===== src/rtl/lzwd_pkg.sv =====
// shared types and codes for the lzw variable width decoder
// no dependencies; imported by the controller, datapath and top level
package lzwd_pkg;

   // request kinds carried on req_tuser
   localparam logic [1:0] CMD_PUSH    = 2'd0;
   localparam logic [1:0] CMD_PULL    = 2'd1;
   localparam logic [1:0] CMD_RESTART = 2'd2;

   // response kinds carried on rsp_tuser
   localparam logic [2:0] RSP_BYTE     = 3'd0;
   localparam logic [2:0] RSP_NEED     = 3'd1;
   localparam logic [2:0] RSP_END      = 3'd2;
   localparam logic [2:0] RSP_ACCEPTED = 3'd3;
   localparam logic [2:0] RSP_REFUSED  = 3'd4;

   // reserved codes
   localparam int CODE_WIDEN = 256;
   localparam int CODE_CLEAR = 257;
   localparam int CODE_END   = 258;
   localparam int FIRST_FREE = 259;

   typedef enum logic [3:0] {
      FSM_IDLE,
      FSM_EXEC,
      FSM_CODE,
      FSM_END_OUT,
      FSM_WALK,
      FSM_WALK_RD,
      FSM_ADD,
      FSM_POP_RD,
      FSM_POP_OUT
   } fsm_state_type;

   typedef enum logic [3:0] {
      OP_NONE,
      OP_LATCH,
      OP_PUSH,
      OP_RESTART,
      OP_EMIT,
      OP_CODE,
      OP_WALK,
      OP_WALK_RD,
      OP_ADD,
      OP_POP_RD,
      OP_POP_OUT
   } dp_op_type;

   typedef enum logic [1:0] {
      KIND_DATA,
      KIND_WIDEN,
      KIND_CLEAR,
      KIND_END
   } code_kind_type;

   typedef struct packed {
      dp_op_type   op;
      logic [2:0]  emit_status;
   } dp_cmd_type;

   typedef struct packed {
      logic [1:0]    cmd;
      logic          depth_nz;
      logic          ended;
      logic          bits_ok;
      code_kind_type kind;
      logic          walk_more;
      logic          out_full;
   } dp_stat_type;

endpackage


===== src/rtl/lzwd_ctrl.sv =====
// sequencing state machine of the lzw decoder
// depends on lzwd_pkg; drives datapath commands from datapath status
module lzwd_ctrl (
   input  logic                 clock,
   input  logic                 reset,
   input  logic                 req_tvalid,
   output logic                 req_tready,
   input  lzwd_pkg::dp_stat_type stat,
   output lzwd_pkg::dp_cmd_type  cmd
);
   import lzwd_pkg::*;

   fsm_state_type state_ff, state_in;

   always_ff @(posedge clock) begin
      if (reset) begin
         state_ff <= FSM_IDLE;
      end else begin
         state_ff <= state_in;
      end
   end

   // next state
   always_comb begin
      state_in = state_ff;
      case (state_ff)
         FSM_IDLE: begin
            if (req_tvalid) state_in = FSM_EXEC;
         end
         FSM_EXEC: begin
            if (!stat.out_full) begin
               if (stat.cmd == CMD_PULL) begin
                  if (stat.depth_nz)   state_in = FSM_POP_RD;
                  else if (stat.ended) state_in = FSM_IDLE;
                  else                 state_in = FSM_CODE;
               end else begin
                  state_in = FSM_IDLE;
               end
            end
         end
         FSM_CODE: begin
            if (!stat.bits_ok) begin
               if (!stat.out_full) state_in = FSM_IDLE;
            end else begin
               case (stat.kind)
                  KIND_END:  state_in = FSM_END_OUT;
                  KIND_DATA: state_in = FSM_WALK;
                  default:   state_in = FSM_CODE;
               endcase
            end
         end
         FSM_END_OUT: begin
            if (!stat.out_full) state_in = FSM_IDLE;
         end
         FSM_WALK: begin
            state_in = stat.walk_more ? FSM_WALK_RD : FSM_ADD;
         end
         FSM_WALK_RD: state_in = FSM_WALK;
         FSM_ADD:     state_in = FSM_POP_RD;
         FSM_POP_RD:  state_in = FSM_POP_OUT;
         FSM_POP_OUT: begin
            if (!stat.out_full) state_in = FSM_IDLE;
         end
         default: state_in = FSM_IDLE;
      endcase
   end

   // outputs
   always_comb begin
      req_tready      = 1'b0;
      cmd.op          = OP_NONE;
      cmd.emit_status = RSP_NEED;
      case (state_ff)
         FSM_IDLE: begin
            req_tready = 1'b1;
            if (req_tvalid) cmd.op = OP_LATCH;
         end
         FSM_EXEC: begin
            if (!stat.out_full) begin
               case (stat.cmd)
                  CMD_PUSH:    cmd.op = OP_PUSH;
                  CMD_RESTART: cmd.op = OP_RESTART;
                  CMD_PULL: begin
                     if (!stat.depth_nz && stat.ended) begin
                        cmd.op          = OP_EMIT;
                        cmd.emit_status = RSP_END;
                     end
                  end
                  default: cmd.op = OP_EMIT;
               endcase
            end
         end
         FSM_CODE: begin
            if (stat.bits_ok)        cmd.op = OP_CODE;
            else if (!stat.out_full) cmd.op = OP_EMIT;
         end
         FSM_END_OUT: begin
            if (!stat.out_full) begin
               cmd.op          = OP_EMIT;
               cmd.emit_status = RSP_END;
            end
         end
         FSM_WALK:    cmd.op = OP_WALK;
         FSM_WALK_RD: cmd.op = OP_WALK_RD;
         FSM_ADD:     cmd.op = OP_ADD;
         FSM_POP_RD:  cmd.op = OP_POP_RD;
         FSM_POP_OUT: begin
            if (!stat.out_full) cmd.op = OP_POP_OUT;
         end
         default: cmd.op = OP_NONE;
      endcase
   end

   a_emit_free: assert property (@(posedge clock) disable iff (reset)
      (cmd.op == OP_EMIT || cmd.op == OP_POP_OUT) |-> !stat.out_full)
      else $error("result issued while output register full");
   a_accept_exec: assert property (@(posedge clock) disable iff (reset)
      (req_tvalid && req_tready) |=> state_ff == FSM_EXEC)
      else $error("accepted beat not executed");
   a_code_bits: assert property (@(posedge clock) disable iff (reset)
      cmd.op == OP_CODE |-> stat.bits_ok)
      else $error("code taken without enough bits");

endmodule


===== config.mk =====
export PLATFORM = sky130hd
export DESIGN_NAME = lzwd_ctrl
export DESIGN_NICKNAME = d
export VERILOG_FILES = /design/src/rtl/lzwd_pkg.sv /design/src/rtl/lzwd_ctrl.sv
export SDC_FILE = /design/constraint.sdc
export NUM_CORES = 1
export LEC_CHECK = 0
export BUFFER_PORTS_ARGS = -buffer_cell sky130_fd_sc_hd__buf_2
export CORE_AREA = 2 2 39 41
export DETAILED_ROUTE_END_ITERATION = 6
export DIE_AREA = 0 0 41 43
export PLACE_DENSITY = 0.72
export SKIP_LAST_GASP = 1
export SLEW_MARGIN = 20
export SYNTH_ARGS = -nofsm -noshare
export SYNTH_HDL_FRONTEND = slang
export SYNTH_SLANG_ARGS = --single-unit

===== constraint.sdc =====
create_clock -name clock -period 1.41 [get_ports clock]
set_input_delay 0.2115 -clock clock [delete_from_list [all_inputs] [get_ports clock]]
set_output_delay 0.2115 -clock clock [all_outputs]
set_load 0.02 [all_outputs]

==> summary.json <==
{
  "max_freq": {"value": 570, "unit": "MHz"},
  "final.hold.worst_slack": {"value": 0.175, "unit": "ns"},
  "antenna_found_initial": {"value": 0},
  "status": {"value": "finished with violations"},
  "synth_flop_cell": {"value": "sky130_fd_sc_hd__dfxtp_1"},
  "netlist_instances": {"value": 78},
  "gp_congestion": {"value": 0.829},
  "detail_route.first_pass.iterations": {"value": 4},
  "synthDistinctLibCells": {"value": 33},
  "fin_skew": {"value": 0.00902, "unit": "ns"},
  "detailed_place.area": {"value": 686, "unit": "um^2"},
  "ys_async_sr_fraction": {"value": 0, "unit": "%"},
  "maxSlewViolCount": {"value": 0},
  "cts_buffer_depth": {"value": 2},
  "cellPowerDensity": {"value": 512, "unit": "nW/um^2"},
  "grt_overflow": {"value": 0},
  "place.port_buffers": {"value": 18},
  "design_area": {"value": 960, "unit": "um^2"},
  "totalNegativeSetupSlack": {"value": -2.51, "unit": "ns"},
  "reg.largest.list": {"value": "state_ff x4"},
  "n_antenna_cell": {"value": 0},
  "final-hold-violation-count": {"value": 0},
  "worst_ep_arrival_time": {"value": 1.54, "unit": "ns"},
  "drt-initial-drc-count": {"value": 21},
  "die_area": {"value": 1760, "unit": "um^2"},
  "power.ir.vdd_worst": {"value": 0.471, "unit": "mV"},
  "seq_area_frac_synth": {"value": 15.2, "unit": "%"},
  "fp-row-count": {"value": 14},
  "rsz0062_at_grt": {"value": "yes"},
  "fp.coreArea": {"value": 1380, "unit": "um^2"},
  "drcViolationCount": {"value": 0},
  "finish.utilization": {"value": 69.3, "unit": "%"},
  "post-synth-top-area-fraction": {"value": 15.2, "unit": "%"},
  "crit_path_cell_trace": {"value": "nor4b_4, nor3b_4, a22oi_2, or2_4, buf_6"},
  "setup_ws": {"value": -0.345, "unit": "ns"},
  "tritoncts": {"value": "yes"},
  "cp-start-kind": {"value": "register"},
  "fp.dieH": {"value": 43, "unit": "um"},
  "route.final.wire_length": {"value": 2000, "unit": "um"},
  "cts_buffers": {"value": 3},
  "largest_reg_by_ff_count": {"value": "state_ff"},
  "synth-warning-count": {"value": 0},
  "critPathSlowestCell": {"value": "sky130_fd_sc_hd__dfxtp_2"},
  "start_util": {"value": 38.0, "unit": "%"},
  "syn-mean-instance-area": {"value": 6.74, "unit": "um^2"},
  "worstPathRequired": {"value": 1.20, "unit": "ns"},
  "post_synth_edffs": {"value": 0},
  "clock_insertion_delay_worst_skew": {"value": 0.24, "unit": "ns"},
  "final_nets": {"value": 132},
  "number_of_global_route_vias_before_repair": {"value": 597},
  "worst-setup-path-type": {"value": "register to output pin"},
  "layout-area-overhead-vs-synth": {"value": 82.6, "unit": "%"},
  "fin_cells": {"value": 134},
  "fin_crit": {"value": 1.75, "unit": "ns"},
  "cpPeakStageDelay": {"value": 0.33, "unit": "ns"},
  "violated_checks": {"value": "setup timing"},
  "setup_violations": {"value": 11},
  "place.detailed.hpwl": {"value": 1120, "unit": "um"},
  "floorplan.io_pins": {"value": 20},
  "detail_route.wl_per_cell": {"value": 14.9, "unit": "um"},
  "via_count": {"value": 737},
  "grt_pass1_wl": {"value": 2510, "unit": "um"},
  "synth.top_cells.by_count": {"value": "8 x sky130_fd_sc_hd__nor2_1, 8 x sky130_fd_sc_hd__o21ai_0, 6 x sky130_fd_sc_hd__a21oi_1"},
  "max_reg_flops": {"value": 4},
  "cts-htree-levels": {"value": 1},
  "post-synth-top-area-cell": {"value": "sky130_fd_sc_hd__dfxtp_1"},
  "post_synth_instance_area": {"value": 526, "unit": "um^2"},
  "via_per_inst": {"value": 5.50},
  "numPlacedInstances": {"value": 116},
  "fraction_of_final_layout_cells_sized_beyond_drive_strength_1": {"value": 55.9, "unit": "%"},
  "clk_pin_slew": {"value": 0.04, "unit": "ns"},
  "max_cap_viol_count": {"value": 0},
  "fin_crit_sh": {"value": 124, "unit": "%"},
  "clock_sink_count": {"value": 4},
  "grt.total_usage": {"value": 21.1, "unit": "%"},
  "synth_top_area_cells": {"value": "sky130_fd_sc_hd__dfxtp_1 15%, sky130_fd_sc_hd__o21ai_0 7.6%, sky130_fd_sc_hd__a21oi_1 5.7%"},
  "crit_path_max_fanout": {"value": 2},
  "die_width": {"value": 41, "unit": "um"},
  "ys_seq_elements": {"value": 4},
  "root_buffer": {"value": "sky130_fd_sc_hd__clkbuf_4"},
  "synth_fp_nets": {"value": 90},
  "detail-route-antenna-nets": {"value": 0},
  "power.static_leakage": {"value": 0.427, "unit": "nW"},
  "hold_path.class": {"value": "input port to register"},
  "critical_path_endpoint_category": {"value": "output pin"},
  "grt_start_max_net_pins": {"value": 16}
}
[final timing paths]
check | cells past startpoint | slack, ns | end | from
worst min register to register | 3 | 0.75 | state_ff[0] | state_ff[3]
worst min-delay path | 2 | 0.18 | state_ff[3] | reset
worst max-delay path | 5 | -0.34 | cmd[0] | state_ff[3]
worst max register to register | 7 | -0.24 | state_ff[0] | state_ff[2]
[where the power goes]
| part | switching [mW] | internal, mW |
|---|---|---|
| clock network | 0.0498 | 0.0954 |
| logic | 0.111 | 0.113 |
| registers | 0.00445 | 0.118 |
[cell type report]
class	instances	area, um^2
Fill cell	122	424
Multi-Input combinational cell	64	468
Timing Repair Buffer	43	349
Sequential cell	4	85.1
Clock buffer	3	22.5
Tap cell	16	20.0
Inverter	4	15.0
[critical path: cells and delay by family, from the launching register on]
kind                   cells  cell delay [ns]
AND/OR/NAND/NOR            3             0.77
AO/OA/AOI/OAI              1             0.08
flip-flops                 1             0.33
buffers and inverters      1             0.13
[cell usage in the layout, fill, tap and decap left out, drive strengths merged]
cell	instances
nor4b	1
a21o	1
nor2b	3
and3b	1
or3b	1
nand3	3
o2111ai	1
nor2	8
o21ai	8
nor4	1
dfxtp	4
a221oi	1
o21a	1
buf	43
a21oi	6
nand2b	4
nand2	5
nor3	2
nand3b	1
conb	1
a31oi	3
or2	2
or3	1
clkbuf	3
a21boi	1
o21bai	3
and2b	1
a211oi	2
nor3b	1
a22oi	1
inv	4
[cells by family after synthesis]
group | after synthesis | share of synthesized area, %
DFF | 4 | 15.2
buffers and inverters | 10 | 8.57
other | 1 | 0.714
and+or+nand+nor | 35 | 41.4
AOI/OAI and AO/OA | 28 | 34.0
[through the flow]
stage / total power [mW] / setup slack (ns)
2_1_floorplan: 0.216 / -0.0557
3_3_place_gp: 0.272 / -0.0965
3_5_place_dp: 0.276 / -0.118
4_1_cts: 0.451 / -0.366
5_1_grt: 0.521 / -0.423
6_report: 0.491 / -0.345
[what timing repair did]
action	CTS	global route
setup endpoints to repair	7	11
cloned	1	1
hold buffers	0	0
hold endpoints to repair	0	0
gates resized for setup	19	17
buffers inserted	9	5
pin swaps	6	13
[layer usage]
| layer | part of all wire (%) | global-route usage [%] |
|---|---|---|
| met4 | 1.1 | 6.00 |
| met1 | 43 | 26.9 |
| met3 | 4.4 | 4.71 |
| met2 | 51 | 33.8 |
| met5 | 0 | 0 |
(Power assumes the default switching activity.)
